[src/sv/clipped_window_median_filter_core_defines.svh]
// Assertion macros shared by the median filter RTL.
`ifndef CLIPPED_WINDOW_MEDIAN_FILTER_CORE_DEFINES_SVH
`define CLIPPED_WINDOW_MEDIAN_FILTER_CORE_DEFINES_SVH
`ifndef SYNTHESIS
`define CWMF_ASSERT(lbl, prop, msg) \
	lbl: assert property (@(posedge clk) disable iff (!arst_n) prop) else $error(msg);
`define CWMF_ASSERT_NR(lbl, prop, msg) \
	lbl: assert property (@(posedge clk) prop) else $error(msg);
`else
`define CWMF_ASSERT(lbl, prop, msg)
`define CWMF_ASSERT_NR(lbl, prop, msg)
`endif
`endif

[src/sv/cwmf_pkg.sv]
// Shared constants and types of the clipped window median filter.
`default_nettype none
package cwmf_pkg;
	localparam int MAX_WIDTH_DEF  = 256;
	localparam int MAX_RADIUS_DEF = 3;
	localparam int MAX_HEIGHT     = 4096;

	localparam int CFG_IDX_W  = 2;
	localparam int CFG_DATA_W = 13;
	localparam int WIDTH_W    = 9;
	localparam int HEIGHT_W   = 13;
	localparam int RADIUS_W   = 2;
	localparam int POS_W      = 22;
	localparam int RC_W       = 3;

	localparam logic [CFG_IDX_W-1:0] CFG_WIDTH  = 2'd0;
	localparam logic [CFG_IDX_W-1:0] CFG_HEIGHT = 2'd1;
	localparam logic [CFG_IDX_W-1:0] CFG_RADIUS = 2'd2;

	localparam logic [WIDTH_W-1:0]  WIDTH_RST  = 9'd256;
	localparam logic [HEIGHT_W-1:0] HEIGHT_RST = 13'd256;
	localparam logic [RADIUS_W-1:0] RADIUS_RST = 2'd3;

	typedef struct packed {
		logic load;
		logic start;
	} sel_ctrl_t;

	typedef struct packed {
		logic busy;
		logic done;
	} sel_stat_t;
endpackage
`default_nettype wire

[src/sv/cwmf_select.sv]
// Window buffer and bitwise rank selection that finds the median of the gathered values.
`default_nettype none
module cwmf_select #(
	parameter int MAX_RADIUS = cwmf_pkg::MAX_RADIUS_DEF
) (
	input  wire logic                clk,
	input  wire logic                arst_n,
	input  wire cwmf_pkg::sel_ctrl_t ctrl,
	input  wire logic [7:0]          load_data,
	output cwmf_pkg::sel_stat_t      stat,
	output logic [7:0]               median
);
	import cwmf_pkg::*;

	localparam int WIN_MAX = (2 * MAX_RADIUS + 1) * (2 * MAX_RADIUS + 1);
	localparam int WIN_AW  = $clog2(WIN_MAX);
	localparam int WIN_CW  = $clog2(WIN_MAX + 1);

	logic [7:0]        win_mem [WIN_MAX];
	logic [WIN_CW-1:0] wcnt_q, cnt_q, ka_q, kb_q, ca_q, cb_q, ca_n, cb_n;
	logic [WIN_AW-1:0] idx_q;
	logic              issue_q, rv_s1, last_s1, busy_q, done_q;
	logic [7:0]        rdata_s1, pa_q, pb_q, pa_n, pb_n, med_q, hi_mask;
	logic [2:0]        bit_q;
	logic              zero_a, zero_b, ge_a, ge_b;
	logic [8:0]        sum;

	always_ff @(posedge clk) begin
		if (ctrl.load)
			win_mem[wcnt_q[WIN_AW-1:0]] <= load_data;
		if (issue_q)
			rdata_s1 <= win_mem[idx_q];
	end

	// A value counts toward a rank's zero side when it shares the prefix found so far
	// and has a zero at the current bit.
	always_comb begin
		hi_mask = 8'hFF << ({1'b0, bit_q} + 4'd1);
		zero_a  = ((rdata_s1 & hi_mask) == (pa_q & hi_mask)) && !rdata_s1[bit_q];
		zero_b  = ((rdata_s1 & hi_mask) == (pb_q & hi_mask)) && !rdata_s1[bit_q];
		ca_n    = ca_q + WIN_CW'(zero_a);
		cb_n    = cb_q + WIN_CW'(zero_b);
		ge_a    = ka_q >= ca_n;
		ge_b    = kb_q >= cb_n;
		pa_n    = pa_q | (8'(ge_a) << bit_q);
		pb_n    = pb_q | (8'(ge_b) << bit_q);
		sum     = {1'b0, pa_n} + {1'b0, pb_n};
	end

	always_ff @(posedge clk or negedge arst_n) begin
		if (!arst_n) begin
			wcnt_q  <= '0;
			cnt_q   <= '0;
			idx_q   <= '0;
			issue_q <= 1'b0;
			rv_s1   <= 1'b0;
			last_s1 <= 1'b0;
			busy_q  <= 1'b0;
			done_q  <= 1'b0;
			bit_q   <= '0;
			ka_q    <= '0;
			kb_q    <= '0;
			ca_q    <= '0;
			cb_q    <= '0;
			pa_q    <= '0;
			pb_q    <= '0;
			med_q   <= '0;
		end else begin
			done_q  <= !ctrl.start && rv_s1 && last_s1 && (bit_q == 3'd0);
			rv_s1   <= issue_q;
			last_s1 <= issue_q && (idx_q == WIN_AW'(cnt_q - 1'b1));
			if (ctrl.start) begin
				cnt_q   <= wcnt_q;
				wcnt_q  <= '0;
				ka_q    <= (wcnt_q - 1'b1) >> 1;
				kb_q    <= wcnt_q >> 1;
				pa_q    <= '0;
				pb_q    <= '0;
				ca_q    <= '0;
				cb_q    <= '0;
				bit_q   <= 3'd7;
				idx_q   <= '0;
				issue_q <= 1'b1;
				busy_q  <= 1'b1;
			end else begin
				if (ctrl.load)
					wcnt_q <= wcnt_q + 1'b1;
				if (issue_q) begin
					idx_q <= idx_q + 1'b1;
					if (idx_q == WIN_AW'(cnt_q - 1'b1))
						issue_q <= 1'b0;
				end
				if (rv_s1) begin
					if (last_s1) begin
						ca_q <= '0;
						cb_q <= '0;
						pa_q <= pa_n;
						pb_q <= pb_n;
						if (ge_a)
							ka_q <= ka_q - ca_n;
						if (ge_b)
							kb_q <= kb_q - cb_n;
						if (bit_q == 3'd0) begin
							busy_q <= 1'b0;
							med_q  <= sum[8:1];
						end else begin
							bit_q   <= bit_q - 1'b1;
							idx_q   <= '0;
							issue_q <= 1'b1;
						end
					end else begin
						ca_q <= ca_n;
						cb_q <= cb_n;
					end
				end
			end
		end
	end

	assign stat.busy = busy_q;
	assign stat.done = done_q;
	assign median    = med_q;
endmodule
`default_nettype wire

[config.mk]
export PLATFORM = sky130hd
export DESIGN_NAME = cwmf_select
export DESIGN_NICKNAME = d
export VERILOG_FILES = /design/src/sv/clipped_window_median_filter_core_defines.svh /design/src/sv/cwmf_pkg.sv /design/src/sv/cwmf_select.sv
export SDC_FILE = /design/constraint.sdc
export NUM_CORES = 1
export LEC_CHECK = 0
export BUFFER_PORTS_ARGS = -buffer_cell sky130_fd_sc_hd__buf_2
export CAP_MARGIN = 5
export CORE_ASPECT_RATIO = 1.2
export CORE_MARGIN = 3
export CORE_UTILIZATION = 40
export DETAILED_ROUTE_END_ITERATION = 7
export PLACE_DENSITY_LB_ADDON = 0.12
export SLEW_MARGIN = 20
export SYNTH_ARGS = -nofsm -noshare
export SYNTH_HDL_FRONTEND = slang
export SYNTH_SLANG_ARGS = --single-unit
[constraint.sdc]
create_clock -name clk -period 4.5 [get_ports clk]
set_input_delay 0.225 -clock clk [delete_from_list [all_inputs] [get_ports clk]]
set_output_delay 0.225 -clock clk [all_outputs]
set_load 0.005 [all_outputs]
==> flow_summary.json, run 1 <==
{
  "run_status": "finished with violations",
  "failed_checks": "negative setup slack",
  "timing.final.crit_share_pct": 101,
  "synth.ff_latch_count": 474,
  "crit_fanout": 8,
  "initialDrtViolationCount": 704,
  "maximum_number_of_pins_on_one_net_before_global_route_repair": 75,
  "met1_usage_pct": 23.6,
  "holdPathEnd": "wcnt_q[0]",
  "synth_cell_types": 44,
  "drt_first_pass_iters": 4,
  "timing.setup.critical_path_class": "reg2reg",
  "total_global_routing_overflow": 0,
  "setup-tns-final_ns": -0.0438,
  "num-nets-final": 1345,
  "grt_pass1_vias": 11200,
  "avgSynthCellArea_um2": 16.6,
  "tritoncts": "yes",
  "layout_common_cells": "sky130_fd_sc_hd__edfxtp_1, sky130_fd_sc_hd__mux4_2, sky130_fd_sc_hd__nor2_1",
  "crit_required_ns": 4.94,
  "holdPathStages": 3,
  "dp.cells": 1874,
  "grt_usage_pct": 17.7,
  "rsz0062_at_grt": "yes",
  "detail_route.drc_violations": 0,
  "buffer_ports.inserted": 21,
  "syn-cell-area_mm2": 0.0201,
  "clock-skew-final_ns": 0.0226,
  "yosysWarningCount": 0,
  "design.die.area_mm2": 0.0529,
  "vdd_drop_max_mv": 0.290,
  "slew_violations": 0,
  "mappedNetlistNets": 1257,
  "detailed_route_wl_um": 46300,
  "antenna_found_initial": 0,
  "critical_path.reg2reg.startpoint": "bit_q[0]",
  "startpoint_of_the_most_critical_hold_path": "ctrl[1]",
  "area_delta_synth_final_pct": 16.0,
  "drive_above_1_share_pct": 25.1,
  "core-area_mm2": 0.0494,
  "max_clock_freq_ghz": 0.220,
  "arrival_ns": 4.98,
  "worst_pin_slew_ns": 1.09,
  "met3_global_route_usage_pct": 2.58,
  "clock_tree.htree_level_count": 2,
  "final_core_utilization_pct": 47.1,
  "critPathLaunch": "bit_q[0]",
  "cts_buffers": 49,
  "sequential_fraction_of_the_synthesis_area_pct": 69.1,
  "fp.dieH_um": 251,
  "global_route.peak_usage_layer": "met2",
  "floorplan.io_pins": 22,
  "route.detailed.wl_per_inst_um": 23.5,
  "globalplace.congestion": 0.816,
  "layout.cells.non_filler": 1973,
  "drv_cap": 0,
  "clock_insertion_delay_worst_skew_ns": 0.59,
  "diodes": 0,
  "globalRouteMet2Util_pct": 29.7,
  "initial_cell_density_of_the_core_pct": 40.6,
  "period_minus_slack_ns": 4.54,
  "fillCellCount": 4228,
  "r2r_path_end": "median[6]",
  "avgViaCountPerCell": 5.40,
  "crit_start_category": "register",
  "static-leakage-power_nw": 7.94,
  "post_synth_inst_count": 1210,
  "timing_hold_violations_final": 0,
  "relSlewSlack_pct": 27.0,
  "crit_path_end_kind": "register",
  "via_count": 10700,
  "total_power_w": 0.0100,
  "worst_r2r_path_depth": 26,
  "die_w_um": 210,
  "setup_viol": 2,
  "final_critical_path_setup_slack_ns": -0.0381,
  "clk_pin_slew_ns": 0.06,
  "clock-root-buffer": "sky130_fd_sc_hd__clkbuf_16",
  "dp.final_hpwl_um": 29400,
  "core.rowCount": 89,
  "mostFrequentLayoutCell": "sky130_fd_sc_hd__edfxtp_1",
  "ant_nets": 0,
  "powerDensity_mw_per_mm2": 430,
  "max-clock-path-buffers": 3,
  "grt_first_pass_wirelength_um": 70200,
  "reg2reg_setup_slack_ns": -0.04,
  "timing.hold.worst.class": "in2reg",
  "cts_sinks": 474
}
worst max path at each step:
| stage | depth (start not counted) | to | slack [ns] |
|---|---|---|---|
| 3_5_place_dp | 25 | median[7] | -0.35 |
| 3_3_place_gp | 25 | median[6] | -0.27 |
| 2_1_floorplan | 27 | median[6] | 0.001 |
| 6_report | 26 | median[6] | -0.04 |
| 5_1_grt | 26 | median[6] | -0.34 |
| 4_1_cts | 25 | median[6] | -0.07 |
per-stage QoR:
stage / hold slack [ns] / cell area (um^2) / setup slack [ns]
floorplan: -0.0706 / 20200 / 0.00150
global route: 0.0726 / 23300 / -0.343
CTS: 0.0225 / 23100 / -0.0744
finish: 0.0590 / 23300 / -0.0381
global placement: 0.458 / 21300 / -0.273
detailed placement: 0.463 / 21300 / -0.346
per-layer routing:
metal / share of wire [%] / routed length (um)
met5: 0 / 0
met2: 50 / 23100
met4: 3.2 / 1470
met1: 43 / 20100
met3: 3.4 / 1570
cell families after synthesis:
logic type      after synthesis  synth area share (%)
compound gates              163                  5.06
simple gates                246                  5.39
mux                         144                  13.8
flops                       474                  69.1
xor+xnor                     57                  2.49
fa+ha+maj                    35                  2.29
buf+inv                      91                  1.91
critical path, cell delays in order (launching register included):
cell and delay (ns):
sky130_fd_sc_hd__dfrtp_2 0.46, sky130_fd_sc_hd__inv_2 0.09, sky130_fd_sc_hd__ha_4 0.29, sky130_fd_sc_hd__inv_2 0.05
sky130_fd_sc_hd__o21ai_2 0.12, sky130_fd_sc_hd__a21oi_2 0.07, sky130_fd_sc_hd__nand2_1 0.07, sky130_fd_sc_hd__o221ai_1 0.10
sky130_fd_sc_hd__nor3_1 0.21, sky130_fd_sc_hd__buf_4 0.16, sky130_fd_sc_hd__ha_4 0.14, sky130_fd_sc_hd__and3_4 0.20
sky130_fd_sc_hd__nand3_2 0.10, sky130_fd_sc_hd__xor2_2 0.17, sky130_fd_sc_hd__ha_2 0.19, sky130_fd_sc_hd__or3_1 0.38
sky130_fd_sc_hd__o221a_4 0.17, sky130_fd_sc_hd__and2_4 0.16, sky130_fd_sc_hd__a21o_1 0.18, sky130_fd_sc_hd__ha_4 0.23
sky130_fd_sc_hd__a21oi_4 0.15, sky130_fd_sc_hd__o21bai_1 0.10, sky130_fd_sc_hd__a21oi_2 0.17, sky130_fd_sc_hd__nand2_1 0.08
sky130_fd_sc_hd__o21ai_2 0.14, sky130_fd_sc_hd__xor2_1 0.14, sky130_fd_sc_hd__o21ai_1 0.07
what timing repair did:
item                                   4_1_cts  5_1_grt
endpoints found under the hold margin       74        0
setup endpoints to repair                    6        9
pin swaps                                   28       30
cloned                                       0        0
hold buffers                                 1        0
setup buffers                                8        1
resized for setup                           37       30
layout make-up:
type	instances	area, um^2	share of cell area [%]
clock buffers	65	1300	5.57
clock inverters	24	249	1.07
inverters	27	101	0.435
multi-input cells	645	6210	26.7
flip-flops and latches	474	13900	59.6
well taps	637	797	3.42
repair buffers	101	763	3.28
flip-flops by register name, summed over array words and instances (netlist names), 3 cells and up:
name	cells
ka_q	6
win_mem	392
idx_q	6
wcnt_q	6
kb_q	6
pa_q	8
ca_q	6
bit_q	3
cnt_q	6
median	8
rdata_s1	8
pb_q	8
cb_q	6
synthesized netlist by cell type:
master	n	area [um^2]
sky130_fd_sc_hd__edfxtp_1	400	12000
sky130_fd_sc_hd__mux4_2	106	2390
sky130_fd_sc_hd__nor2_1	99	372
sky130_fd_sc_hd__dfrtp_1	74	1850
sky130_fd_sc_hd__nand2_1	70	263
sky130_fd_sc_hd__a21oi_1	43	215
sky130_fd_sc_hd__o21ai_0	41	205
sky130_fd_sc_hd__mux2i_1	38	380
sky130_fd_sc_hd__clkbuf_1	37	139
sky130_fd_sc_hd__xnor2_1	34	298
sky130_fd_sc_hd__ha_1	32	400
sky130_fd_sc_hd__inv_1	27	101
sky130_fd_sc_hd__xor2_1	23	201
sky130_fd_sc_hd__nand3_1	18	90.1
sky130_fd_sc_hd__o221ai_1	18	158
sky130_fd_sc_hd__nor3_1	13	65.1
sky130_fd_sc_hd__a21o_1	12	90.1
sky130_fd_sc_hd__buf_1	10	37.5
sky130_fd_sc_hd__o21ai_1	10	50.1
sky130_fd_sc_hd__o22ai_1	10	62.6
sky130_fd_sc_hd__buf_2	9	45.0
sky130_fd_sc_hd__nand4_1	9	56.3
sky130_fd_sc_hd__nor2b_1	9	56.3
sky130_fd_sc_hd__a31oi_1	8	50.1
sky130_fd_sc_hd__and3_1	8	50.1
sky130_fd_sc_hd__buf_4	8	60.1
sky130_fd_sc_hd__nand2b_1	6	37.5
sky130_fd_sc_hd__a31o_2	5	43.8
sky130_fd_sc_hd__or3_1	4	25.0
sky130_fd_sc_hd__a211oi_1	3	22.5
sky130_fd_sc_hd__a22o_1	3	26.3
sky130_fd_sc_hd__and2_1	3	18.8
sky130_fd_sc_hd__fa_1	3	60.1
sky130_fd_sc_hd__a31o_1	2	17.5
sky130_fd_sc_hd__nor3b_1	2	15.0
sky130_fd_sc_hd__nor4_1	2	12.5
sky130_fd_sc_hd__o211a_1	2	20.0
sky130_fd_sc_hd__o21bai_1	2	15.0
sky130_fd_sc_hd__o221a_2	2	22.5
sky130_fd_sc_hd__nand3b_1	1	7.51
sky130_fd_sc_hd__o21a_1	1	7.51
sky130_fd_sc_hd__o32ai_1	1	8.76
sky130_fd_sc_hd__or2_1	1	6.26
sky130_fd_sc_hd__or2_2	1	6.26
report_power, final:
part / internal (W) / switching (W) / leakage, nW / total, W
clock: 0.00226 / 0.00167 / 0.753 / 0.00393
combinational: 0.000560 / 0.000623 / 2.60 / 0.00118
sequential: 0.00483 / 0.0000769 / 4.59 / 0.00491
total: 0.00765 / 0.00237 / 7.94 / 0.0100
No activity file was read; power rests on OpenSTA's default activity.
==> inputs of run 2 (changes only) <==
Settings changed: SKIP_LAST_GASP set to 1.
==> run 2 against run 1 <==
The flow still finishes with violations (negative setup slack). Register-to-register slack worse by 0.02 ns. Clock skew hardly changed. Cell area about the same. Non-clock buffer count is the same. Die area unchanged. Core utilization is essentially flat. Power about the same. Routed wire length is essentially flat. Combinational power is essentially flat.
==> flow_summary.json, run 2 (synthesis results as in run 1) <==
{
  "route.detailed.wl_per_inst_um": 23.5,
  "timing.setup.critical_path_class": "reg2reg",
  "clock_insertion_delay_worst_skew_ns": 0.59,
  "worst_hold_slack_ns": 0.0575,
  "num-nets-final": 1345,
  "detail_route.drc_violations": 0,
  "dp_slack_ns": -0.346,
  "globalRouteMet2Util_pct": 29.7,
  "final_core_utilization_pct": 47.1,
  "grt_first_pass_wirelength_um": 70200,
  "clock_tree.htree_level_count": 2,
  "setup_viol": 3,
  "clock-root-buffer": "sky130_fd_sc_hd__clkbuf_16",
  "initial_cell_density_of_the_core_pct": 40.6,
  "final_cell_area_mm2": 0.0233,
  "vdd_drop_max_mv": 0.290,
  "crit_fanout": 8,
  "floorplan.io_pins": 22,
  "grt_pass1_vias": 11200,
  "run_status": "finished with violations",
  "holdPathStages": 3,
  "holdPathEnd": "wcnt_q[0]",
  "timing.final.crit_share_pct": 101,
  "core-area_mm2": 0.0494,
  "maximum_number_of_pins_on_one_net_before_global_route_repair": 75,
  "timing.hold.worst.class": "in2reg",
  "rsz0062_at_grt": "yes",
  "detailed_place.area_mm2": 0.0213,
  "worst_pin_slew_ns": 1.09,
  "relSlewSlack_pct": 27.1,
  "powerDensity_mw_per_mm2": 430,
  "final_critical_path_setup_slack_ns": -0.0625,
  "clock-skew-final_ns": 0.0226,
  "timing_hold_violations_final": 0,
  "failed_checks": "negative setup slack",
  "core.rowCount": 89,
  "cts_buffers": 49,
  "crit_path_end_kind": "register",
  "global_route.peak_usage_layer": "met2",
  "part_of_the_power_in_registers_pct": 49.0,
  "ant_nets": 0,
  "initialDrtViolationCount": 699,
  "flip_flop_count_of_the_largest_register_all_copies_and_words_added": 392,
  "grt_usage_pct": 17.7,
  "static-leakage-power_nw": 7.94,
  "max_clock_freq_ghz": 0.219,
  "worst_r2r_path_depth": 26,
  "tritoncts": "yes",
  "buffer_ports.inserted": 21,
  "switching_power_w": 0.00237,
  "detailed_route_wl_um": 46300,
  "clk_pin_slew_ns": 0.06,
  "reg2reg_setup_slack_ns": -0.06,
  "layout_common_cells": "sky130_fd_sc_hd__edfxtp_1, sky130_fd_sc_hd__mux4_2, sky130_fd_sc_hd__nor2_1",
  "met3_global_route_usage_pct": 2.58,
  "total_global_routing_overflow": 0,
  "period_minus_slack_ns": 4.56,
  "crit_start_category": "register",
  "area_delta_synth_final_pct": 16.0,
  "critical_path.reg2reg.startpoint": "bit_q[0]",
  "diodes": 0,
  "die_w_um": 210,
  "arrival_ns": 5.01,
  "clk_network_pwr_share_pct": 39.2,
  "design.die.area_mm2": 0.0529,
  "mostFrequentLayoutCell": "sky130_fd_sc_hd__edfxtp_1",
  "drv_cap": 0,
  "cts_sinks": 474,
  "sw_frac_of_total_pct": 23.6,
  "fp.dieH_um": 251,
  "slew_violations": 0,
  "r2r_path_end": "median[6]",
  "antenna_found_initial": 0,
  "globalplace.congestion": 0.816,
  "max-clock-path-buffers": 3,
  "drt_first_pass_iters": 4,
  "power.share.combinational_pct": 11.8,
  "avgViaCountPerCell": 5.40,
  "crit_required_ns": 4.94,
  "internal_power_w": 0.00765,
  "drive_above_1_share_pct": 25.0,
  "met1_usage_pct": 23.6,
  "via_count": 10700,
  "dp.final_hpwl_um": 29400,
  "startpoint_of_the_most_critical_hold_path": "ctrl[1]"
}
## run 2: what timing repair did
item,in CTS,in global routing
endpoints found under the hold margin,74,0
setup buffers,8,1
gates cloned,0,0
pin swaps,28,30
resized for setup,35,30
endpoints found under the setup margin,6,9
hold buffers,1,0
## run 2: worst max-delay path by stage
stage,start,end,slack (ns),depth (start not counted)
finish,bit_q[0],median[6],-0.06,26
global route,bit_q[0],median[6],-0.37,26
CTS,bit_q[0],median[6],-0.07,25
detailed placement,bit_q[0],median[7],-0.35,25
global placement,bit_q[0],median[6],-0.27,25
floorplan,bit_q[1],median[6],0.001,27
## run 2: layout make-up
cell class	count	area (um^2)
fillers	4227	26200
flip-flops and latches	474	13900
multi-input cells	645	6210
clock buffers	65	1300
well taps	637	797
repair buffers	101	763
clock inverters	24	249
inverters	27	101
## run 2: through the flow
stage	cells	power [W]	setup TNS [ns]
floorplan	1210	0.00570	0
global placement	1874	0.00613	-1.44
detailed placement	1874	0.00614	-1.78
CTS	1972	0.0101	-0.229
global route	1973	0.0104	-1.73
finish	1973	0.0100	-0.0873
## run 2: power by group through the flow
stage,clock (W),combinational (W),sequential [W]
3_5_place_dp,0,0.00114,0.00500
5_1_grt,0.00421,0.00129,0.00492
2_1_floorplan,0,0.000744,0.00496
6_report,0.00393,0.00118,0.00491
3_3_place_gp,0,0.00114,0.00500
4_1_cts,0.00404,0.00119,0.00491
## run 2: layer usage
layer  routed length [um]  part of all wire [%]
met1                20100                    43
met2                23100                    50
met3                 1600                   3.5
met4                 1480                   3.2
met5                    0                     0
## run 2: critical path, stage by stage, from the launching register on
cell	delay, ns
sky130_fd_sc_hd__dfrtp_2	0.46
sky130_fd_sc_hd__inv_2	0.09
sky130_fd_sc_hd__ha_4	0.28
sky130_fd_sc_hd__inv_1	0.07
sky130_fd_sc_hd__o21ai_2	0.13
sky130_fd_sc_hd__a21oi_2	0.07
sky130_fd_sc_hd__nand2_1	0.06
sky130_fd_sc_hd__o221ai_1	0.10
sky130_fd_sc_hd__nor3_1	0.21
sky130_fd_sc_hd__buf_4	0.16
sky130_fd_sc_hd__ha_4	0.14
sky130_fd_sc_hd__and3_4	0.20
sky130_fd_sc_hd__nand3_2	0.10
sky130_fd_sc_hd__xor2_2	0.17
sky130_fd_sc_hd__ha_2	0.19
sky130_fd_sc_hd__or3_1	0.38
sky130_fd_sc_hd__o221a_4	0.17
sky130_fd_sc_hd__and2_4	0.16
sky130_fd_sc_hd__a21o_1	0.18
sky130_fd_sc_hd__ha_4	0.23
sky130_fd_sc_hd__a21oi_4	0.15
sky130_fd_sc_hd__o21bai_1	0.10
sky130_fd_sc_hd__a21oi_2	0.17
sky130_fd_sc_hd__nand2_1	0.08
sky130_fd_sc_hd__o21ai_2	0.14
sky130_fd_sc_hd__xor2_1	0.14
sky130_fd_sc_hd__o21ai_1	0.07
